File: config.mk
export PLATFORM = sky130hd
export DESIGN_NAME = attack_sustain_decay_envelope
export DESIGN_NICKNAME = d
export VERILOG_FILES = /design/src/rtl/core/asde_pkg.sv /design/src/rtl/core/asde_ctrl.sv /design/src/rtl/core/asde_dp.sv /design/src/rtl/core/attack_sustain_decay_envelope.sv
export SDC_FILE = /design/constraint.sdc
export NUM_CORES = 2
export LEC_CHECK = 0
export ABC_AREA = 1
export ABC_CLOCK_PERIOD_IN_PS = 17500
export BUFFER_PORTS_ARGS = -buffer_cell sky130_fd_sc_hd__buf_2
export CORE_AREA = 3 3 268 270
export DETAILED_ROUTE_END_ITERATION = 10
export DIE_AREA = 0 0 271 273
export PLACE_DENSITY_LB_ADDON = 0.25
export SYNTH_ARGS = -nofsm -noshare
export SYNTH_HDL_FRONTEND = slang
export SYNTH_SLANG_ARGS = --single-unit
File: constraint.sdc
create_clock -name clk -period 17.5 [get_ports clk]
set_clock_uncertainty 0.15 [all_clocks]
set_input_delay 3.5 -clock clk [delete_from_list [all_inputs] [get_ports clk]]
set_output_delay 3.5 -clock clk [all_outputs]
set_load 0.005 [all_outputs]
File: src/rtl/core/asde_pkg.sv
// ----------------------------------------------------------------------------
// asde_pkg
// Shared types and constants for the linear envelope generator: phase codes,
// gain selection codes, configuration register indexes and the command and
// status bundles between the controller and the datapath.
// ----------------------------------------------------------------------------
package asde_pkg;

  localparam int LEVEL_BITS     = 16;
  localparam int CFG_INDEX_BITS = 2;
  localparam int CFG_DATA_BITS  = 32;
  localparam int DIV_STEPS      = LEVEL_BITS;
  localparam int DIV_COUNT_BITS = $clog2(DIV_STEPS);

  localparam logic [LEVEL_BITS-1:0] UNITY = 16'h8000;

  typedef logic [1:0] phase_t;
  localparam phase_t PH_ATTACK  = 2'd0;
  localparam phase_t PH_SUSTAIN = 2'd1;
  localparam phase_t PH_DECAY   = 2'd2;
  localparam phase_t PH_DONE    = 2'd3;

  typedef logic [1:0] gain_kind_t;
  localparam gain_kind_t GK_RAMP  = 2'd0;
  localparam gain_kind_t GK_LEVEL = 2'd1;
  localparam gain_kind_t GK_ZERO  = 2'd2;
  localparam gain_kind_t GK_PASS  = 2'd3;

  typedef logic [CFG_INDEX_BITS-1:0] cfg_index_t;
  localparam cfg_index_t CFG_ATTACK_END  = 2'd0;
  localparam cfg_index_t CFG_DECAY_START = 2'd1;
  localparam cfg_index_t CFG_END         = 2'd2;
  localparam cfg_index_t CFG_LEVEL       = 2'd3;

  typedef struct packed {
    logic load_in;
    logic decide;
    logic mul;
    logic div_step;
    logic scale;
    logic load_out;
  } cmd_t;

  typedef struct packed {
    logic need_div;
    logic out_free;
  } status_t;

endpackage

File: src/rtl/core/asde_ctrl.sv
// ----------------------------------------------------------------------------
// asde_ctrl
// Sequencer for one sample: capture, phase decision, for ramp samples the
// ramp product and serial division, sample scaling and output hand-off.
// ----------------------------------------------------------------------------
module asde_ctrl
  import asde_pkg::*;
(
  input  logic    clk,
  input  logic    rst,
  input  logic    in_valid,
  input  status_t status,
  output logic    in_stall,
  output cmd_t    cmd
);

  localparam logic [2:0] S_IDLE   = 3'd0;
  localparam logic [2:0] S_DECIDE = 3'd1;
  localparam logic [2:0] S_MUL    = 3'd2;
  localparam logic [2:0] S_DIV    = 3'd3;
  localparam logic [2:0] S_SCALE  = 3'd4;
  localparam logic [2:0] S_FINISH = 3'd5;

  logic [2:0]                state;
  logic [2:0]                state_next;
  logic [DIV_COUNT_BITS-1:0] div_count;
  logic [DIV_COUNT_BITS-1:0] div_count_next;

  assign in_stall = (state != S_IDLE);

  always_comb begin
    state_next     = state;
    div_count_next = div_count;
    cmd            = '0;
    unique case (state)
      S_IDLE: begin
        if (in_valid) begin
          cmd.load_in = 1'b1;
          state_next  = S_DECIDE;
        end
      end
      S_DECIDE: begin
        cmd.decide = 1'b1;
        state_next = status.need_div ? S_MUL : S_SCALE;
      end
      S_MUL: begin
        cmd.mul        = 1'b1;
        div_count_next = '0;
        state_next     = S_DIV;
      end
      S_DIV: begin
        cmd.div_step   = 1'b1;
        div_count_next = div_count + 1'b1;
        if (div_count == DIV_COUNT_BITS'(DIV_STEPS - 1)) begin
          state_next = S_SCALE;
        end
      end
      S_SCALE: begin
        cmd.scale  = 1'b1;
        state_next = S_FINISH;
      end
      S_FINISH: begin
        if (status.out_free) begin
          cmd.load_out = 1'b1;
          state_next   = S_IDLE;
        end
      end
      default: begin
        state_next = S_IDLE;
      end
    endcase
  end

  always_ff @(posedge clk) begin
    if (rst) begin
      state     <= S_IDLE;
      div_count <= '0;
    end else begin
      state     <= state_next;
      div_count <= div_count_next;
    end
  end

endmodule

File: src/rtl/core/asde_dp.sv
// ----------------------------------------------------------------------------
// asde_dp
// Datapath: configuration registers, envelope phase, ramp multiplier,
// restoring divider, sample multiplier and the output register.
// ----------------------------------------------------------------------------
module asde_dp
  import asde_pkg::*;
#(
  parameter int SAMPLE_BITS = 16,
  parameter int FRAME_BITS  = 32
) (
  input  logic                          clk,
  input  logic                          rst,
  input  cmd_t                          cmd,
  output status_t                       status,
  input  logic [FRAME_BITS-1:0]         frame_index,
  input  logic signed [SAMPLE_BITS-1:0] sample_in,
  input  logic                          last_in,
  input  logic                          cfg_write,
  input  cfg_index_t                    cfg_index,
  input  logic [CFG_DATA_BITS-1:0]      cfg_data,
  input  logic                          out_stall,
  output logic                          out_valid,
  output logic signed [SAMPLE_BITS-1:0] sample_out,
  output logic                          finished,
  output logic                          last_out
);

  localparam int PROD_BITS  = LEVEL_BITS + FRAME_BITS;
  localparam int SCALE_BITS = SAMPLE_BITS + LEVEL_BITS + 1;

  logic [FRAME_BITS-1:0]         attack_end;
  logic [FRAME_BITS-1:0]         decay_start;
  logic [FRAME_BITS-1:0]         end_frame;
  logic [LEVEL_BITS-1:0]         sustain_level;
  phase_t                        phase;

  logic [FRAME_BITS-1:0]         frame_r;
  logic signed [SAMPLE_BITS-1:0] sample_r;
  logic                          last_r;

  gain_kind_t                    kind;
  logic [FRAME_BITS-1:0]         operand;
  logic [FRAME_BITS-1:0]         divisor;
  logic [LEVEL_BITS-1:0]         gain;
  logic [FRAME_BITS-1:0]         rem;
  logic [LEVEL_BITS-1:0]         quot;
  logic signed [SCALE_BITS-1:0]  scaled;

  logic [LEVEL_BITS-1:0]         level;
  phase_t                        phase_next;
  gain_kind_t                    kind_next;
  logic [FRAME_BITS-1:0]         operand_next;
  logic [FRAME_BITS-1:0]         divisor_next;
  logic                          have_gain;
  logic [PROD_BITS-1:0]          ramp_prod;
  logic [FRAME_BITS:0]           trial;
  logic                          trial_ge;
  logic [LEVEL_BITS-1:0]         gain_sel;

  assign level = (sustain_level > UNITY) ? UNITY : sustain_level;

  always_comb begin
    phase_next   = phase;
    kind_next    = GK_PASS;
    operand_next = frame_r;
    divisor_next = attack_end;
    have_gain    = 1'b0;
    if (phase_next == PH_ATTACK) begin
      if (frame_r < attack_end) begin
        kind_next = GK_RAMP;
        have_gain = 1'b1;
      end else begin
        phase_next = PH_SUSTAIN;
      end
    end
    if (!have_gain && phase_next == PH_SUSTAIN) begin
      if (frame_r < decay_start) begin
        kind_next = GK_LEVEL;
        have_gain = 1'b1;
      end else begin
        phase_next = PH_DECAY;
      end
    end
    if (!have_gain && phase_next == PH_DECAY) begin
      if (frame_r < end_frame) begin
        have_gain = 1'b1;
        if (frame_r < decay_start) begin
          kind_next = GK_ZERO;
        end else begin
          kind_next    = GK_RAMP;
          operand_next = end_frame - frame_r;
          divisor_next = end_frame - decay_start;
        end
      end else begin
        phase_next = PH_DONE;
      end
    end
  end

  assign status.need_div = (kind_next == GK_RAMP);
  assign status.out_free = !out_valid || !out_stall;

  assign ramp_prod = PROD_BITS'(level) * PROD_BITS'(operand);
  assign trial     = {rem, quot[LEVEL_BITS-1]};
  assign trial_ge  = (trial >= {1'b0, divisor});
  assign gain_sel  = (kind == GK_RAMP) ? quot : gain;

  always_ff @(posedge clk) begin
    if (rst) begin
      attack_end    <= '0;
      decay_start   <= '0;
      end_frame     <= '0;
      sustain_level <= UNITY;
      phase         <= PH_ATTACK;
    end else if (cfg_write) begin
      unique case (cfg_index)
        CFG_ATTACK_END:  attack_end    <= cfg_data[FRAME_BITS-1:0];
        CFG_DECAY_START: decay_start   <= cfg_data[FRAME_BITS-1:0];
        CFG_END:         end_frame     <= cfg_data[FRAME_BITS-1:0];
        CFG_LEVEL:       sustain_level <= cfg_data[LEVEL_BITS-1:0];
      endcase
      phase <= PH_ATTACK;
    end else if (cmd.decide) begin
      phase <= phase_next;
    end
  end

  always_ff @(posedge clk) begin
    if (cmd.load_in) begin
      frame_r  <= frame_index;
      sample_r <= sample_in;
      last_r   <= last_in;
    end
    if (cmd.decide) begin
      kind    <= kind_next;
      operand <= operand_next;
      divisor <= divisor_next;
      gain    <= (kind_next == GK_LEVEL) ? level : '0;
    end
    if (cmd.mul) begin
      rem  <= ramp_prod[PROD_BITS-1:LEVEL_BITS];
      quot <= ramp_prod[LEVEL_BITS-1:0];
    end else if (cmd.div_step) begin
      rem  <= trial_ge ? FRAME_BITS'(trial - {1'b0, divisor}) : trial[FRAME_BITS-1:0];
      quot <= {quot[LEVEL_BITS-2:0], trial_ge};
    end
    if (cmd.scale) begin
      scaled <= SCALE_BITS'(sample_r) * SCALE_BITS'($signed({1'b0, gain_sel}));
    end
    if (cmd.load_out) begin
      sample_out <= (kind == GK_PASS) ? sample_r
                                      : scaled[SAMPLE_BITS+LEVEL_BITS-2:LEVEL_BITS-1];
      finished   <= (kind == GK_PASS);
      last_out   <= last_r;
    end
  end

  always_ff @(posedge clk) begin
    if (rst) begin
      out_valid <= 1'b0;
    end else if (cmd.load_out) begin
      out_valid <= 1'b1;
    end else if (!out_stall) begin
      out_valid <= 1'b0;
    end
  end

endmodule

File: src/rtl/core/attack_sustain_decay_envelope.sv
// ----------------------------------------------------------------------------
// attack_sustain_decay_envelope
// Scales each audio sample by a linear attack, sustain and decay envelope
// driven by the frame number of the sample's block.
//
//   channel  direction  handshake              payload
//   input    in         in_valid / in_stall    frame_index, sample_in, last_in
//   output   out        out_valid / out_stall  sample_out, finished, last_out
//   config   in         cfg_valid / cfg_ready  cfg_index, cfg_data
//
// A ramp sample reaches the output register through the ramp product and the
// 16-step serial divider; other samples go from the phase decision to scaling.
// One sample is in work at a time and the next is accepted in the cycle after
// the hand-off, even while the output is stalled.
// Reset is synchronous and clears the configuration to its defaults.
// A stalled output holds its transaction and delays only the next hand-off.
// ----------------------------------------------------------------------------
module attack_sustain_decay_envelope
  import asde_pkg::*;
#(
  parameter int SAMPLE_BITS = 16,
  parameter int FRAME_BITS  = 32
) (
  input  logic                          clk,
  input  logic                          rst,
  input  logic                          in_valid,
  output logic                          in_stall,
  input  logic [FRAME_BITS-1:0]         frame_index,
  input  logic signed [SAMPLE_BITS-1:0] sample_in,
  input  logic                          last_in,
  output logic                          out_valid,
  input  logic                          out_stall,
  output logic signed [SAMPLE_BITS-1:0] sample_out,
  output logic                          finished,
  output logic                          last_out,
  input  logic                          cfg_valid,
  output logic                          cfg_ready,
  input  cfg_index_t                    cfg_index,
  input  logic [CFG_DATA_BITS-1:0]      cfg_data
);

  cmd_t    cmd;
  status_t status;

  assign cfg_ready = 1'b1;

  asde_ctrl u_ctrl (
    .clk      (clk),
    .rst      (rst),
    .in_valid (in_valid),
    .status   (status),
    .in_stall (in_stall),
    .cmd      (cmd)
  );

  asde_dp #(
    .SAMPLE_BITS (SAMPLE_BITS),
    .FRAME_BITS  (FRAME_BITS)
  ) u_dp (
    .clk         (clk),
    .rst         (rst),
    .cmd         (cmd),
    .status      (status),
    .frame_index (frame_index),
    .sample_in   (sample_in),
    .last_in     (last_in),
    .cfg_write   (cfg_valid && cfg_ready),
    .cfg_index   (cfg_index),
    .cfg_data    (cfg_data),
    .out_stall   (out_stall),
    .out_valid   (out_valid),
    .sample_out  (sample_out),
    .finished    (finished),
    .last_out    (last_out)
  );

endmodule

==> results.json <==
{
  "grt_overflow": 0,
  "wl_um": 146400,
  "wl_per_cell_um": 21.76,
  "initial_core_util_pct": 64.91,
  "synth.distinct_cells": 54,
  "mostFrequentLayoutCells": "1,165 x nand2_1, 1,145 x inv_1, 639 x nor2_1",
  "gp_congestion": 1.046,
  "end_kind": "register",
  "cts.reportedPaths.clkPinSlew_ns": 0.06,
  "layout_commonest_cell": "nand2_1",
  "cts_setup_buffers": 0,
  "root_buffer": "clkbuf_16",
  "synthSimpleGateAreaFrac_pct": 19.15,
  "synthMuxAreaShare_pct": 0,
  "fin_crit_ns": 8.464,
  "nets": 6840,
  "syn-num-nets": 6820,
  "fin_crit_sh_pct": 48.37,
  "antenna_found_initial": 2,
  "coreArea_um2": 69790,
  "ios": 109,
  "max_slew_margin_pct": 20.53,
  "grt_max_degree": 115,
  "cts_tree": "built",
  "fin_tns_setup_ns": 0,
  "die_w_um": 271,
  "syn_inst": 5732,
  "synthTopCellsByArea": "fa_1 27%, edfxtp_1 14%, ha_1 11%",
  "syn-cell-area_um2": 45300,
  "drc": 0,
  "yosysWarnings": 0,
  "area_growth_pct": 6.005,
  "worst_slew_pin_slew_ns": 1.191,
  "synth_top_family_by_area": "adder cells",
  "cp_slowest_cell": "nor2_2",
  "met2_usage_pct": 64.15,
  "die_h_um": 273,
  "hold_viol_final": 0,
  "cp.arrival_ns": 8.64,
  "crit_chain": "nor2_2 > inv_1 > or2_2 > o21ai_1 > clkinv_1 > nand2_1 > fa_1 > fa_1 > fa_1 > fa_1 > fa_1 > inv_1 > fa_1 > ha_1 > nand2_1 > nor2_1 > inv_1 > nor3_1 > nand2_1 > o21ai_0 > a21oi_1 > xnor2_1",
  "dpl.hpwl_um": 119200,
  "fmax_mhz": 118.1,
  "yosysSeqAreaShare_pct": 19.51,
  "portBuffers": 107,
  "grt_use_met1_pct": 51.66,
  "top_usage_layer": "met2",
  "crit_required_ns": 17.68,
  "post_cts_resize_count": 0,
  "dieArea_um2": 73980,
  "rr_worst_depth": 22,
  "drv_slew": 0,
  "crit_path_start_kind": "register",
  "finalSetupViolCount": 0,
  "drv_cap": 0,
  "clk_latency_ns": 0.61,
  "yosysTopAreaCellShare_pct": 27.14,
  "grt_pass1_vias": 39970,
  "cts_inserted_buffers": 41,
  "async_reset_ff_share_pct": 0,
  "ant_nets": 0,
  "rsz0062_at_grt": "no",
  "crit_type": "reg -> reg",
  "grt_usage_pct": 40.26,
  "ys_seq_elements": 335,
  "synth-compound-area-share_pct": 9.762,
  "rows": 97,
  "ctsHoldBuffers": 0,
  "drt_iter0_markers": 3374,
  "cts.htree.levels": 2,
  "grt_first_pass_wirelength_um": 227400,
  "synth_edf_count": 213,
  "hold_class": "reg -> reg",
  "path_buf_inv": 4,
  "crit_family": "adder cells",
  "synthXorXnorAreaFrac_pct": 2.436,
  "synth_top_cell_by_area": "fa_1",
  "routed_via_density": 5.820,
  "critPathMaxStageDelay_ns": 0.72,
  "dr.pass1.iters": 7,
  "vias": 39150,
  "min_delay_path_depth": 0,
  "use_met3_pct": 8.824,
  "status": "complete, no violations",
  "syn_avg_cell_area_um2": 7.903,
  "crit_fanout": 22,
  "ys.flop_type": "edfxtp_1",
  "yosys.area_share.adder_pct": 37.80,
  "drive_above_1_share_pct": 5.445,
  "cp.depth": 22,
  "cts.sinks": 335,
  "clk_path_buf_depth": 3,
  "cpMostUsedCell": "fa_1"
}
==> cell type report <==
type	instances	area [um2]
inverters	1161	4358
flip-flops and latches	335	8838
well taps	940	1176
clock inverters	26	287.8
multi-input cells	4063	31370
repair buffers	150	858.3
fillers	5981	21770
clock buffers	50	1121
diodes	2	5.005
==> synthesized netlist by cell type (28+ instances only) <==
library cell	instances
nand2_1	1165
inv_1	1146
nor2_1	644
fa_1	614
ha_1	386
a21oi_1	309
o21ai_0	309
edfxtp_1	213
nand3_1	143
dfxtp_1	122
clkbuf_1	118
xnor2_1	73
xor2_1	53
nand3b_1	37
nand4_1	36
a31oi_1	34
nand2_2	29
o21bai_1	28
==> layer usage <==
layer / vias up / share of wire, % / wire (um)
met1: 18810 / 38 / 55850
met3: 449 / 10 / 15170
met4: 0 / 6.6 / 9684
met5: - / 0 / 0
li1: 17820 / - / -
met2: 2078 / 45 / 65690
==> kinds of logic (layout without fill, tap and decap cells) <==
group | after synthesis | count (layout)
AOI/OAI and AO/OA | 803 | 803
xor gates and xnor gates | 126 | 126
adders and majority gates | 1000 | 1000
buffers and inverters | 1334 | 1387
DFF | 335 | 335
other | 1 | 3
and+or+nand+nor | 2133 | 2133
==> sequential cells by signal (all words and copies together), names as in the netlist <==
signal,cells
u_dp.end_frame,32
u_ctrl.div_count,4
u_dp.phase,2
u_dp.operand,32
u_dp.divisor,32
u_dp.last_r,1
u_dp.rem,32
u_dp.scaled,16
u_dp.decay_start,32
u_dp.finished,1
u_dp.last_out,1
u_dp.frame_r,32
u_dp.attack_end,32
u_dp.sample_r,16
u_dp.kind,2
u_dp.quot,16
u_dp.sustain_level,16
u_dp.out_valid,1
u_ctrl.state,3
u_dp.gain,16
u_dp.sample_out,16
==> path summary, 6_finish.rpt <==
kind	start	end	slack, ns
max	u_dp.kind[1]$_DFFE_PN_	u_dp.scaled[24]$_DFFE_PP_	9.04
min	u_dp.last_r$_DFFE_PP_	u_dp.last_out$_DFFE_PP_	0.28
max reg2reg	u_dp.kind[1]$_DFFE_PN_	u_dp.scaled[24]$_DFFE_PP_	9.04
min reg2reg	u_dp.last_r$_DFFE_PP_	u_dp.last_out$_DFFE_PP_	0.28
==> metrics by stage <==
| step | setup WS, ns | hold slack (ns) | std cells | utilization, % | area, um2 |
|---|---|---|---|---|---|
| CTS | 9.187 | 0.2841 | 6725 | 68.80 | 48010 |
| detailed placement | 9.281 | 0.2702 | 6649 | 66.78 | 46600 |
| finish | 9.036 | 0.2832 | 6727 | 68.81 | 48020 |
| global route | 8.708 | 0.2922 | 6725 | 68.80 | 48010 |
| global placement | 9.264 | 0.2521 | 6649 | 66.78 | 46600 |
| floorplan | 10.42 | 0.2503 | 5732 | - | 45300 |
Power is left out: the tool's default activity adds up to more than one toggle a clock period on the data nets, which glitch-free logic cannot reach.
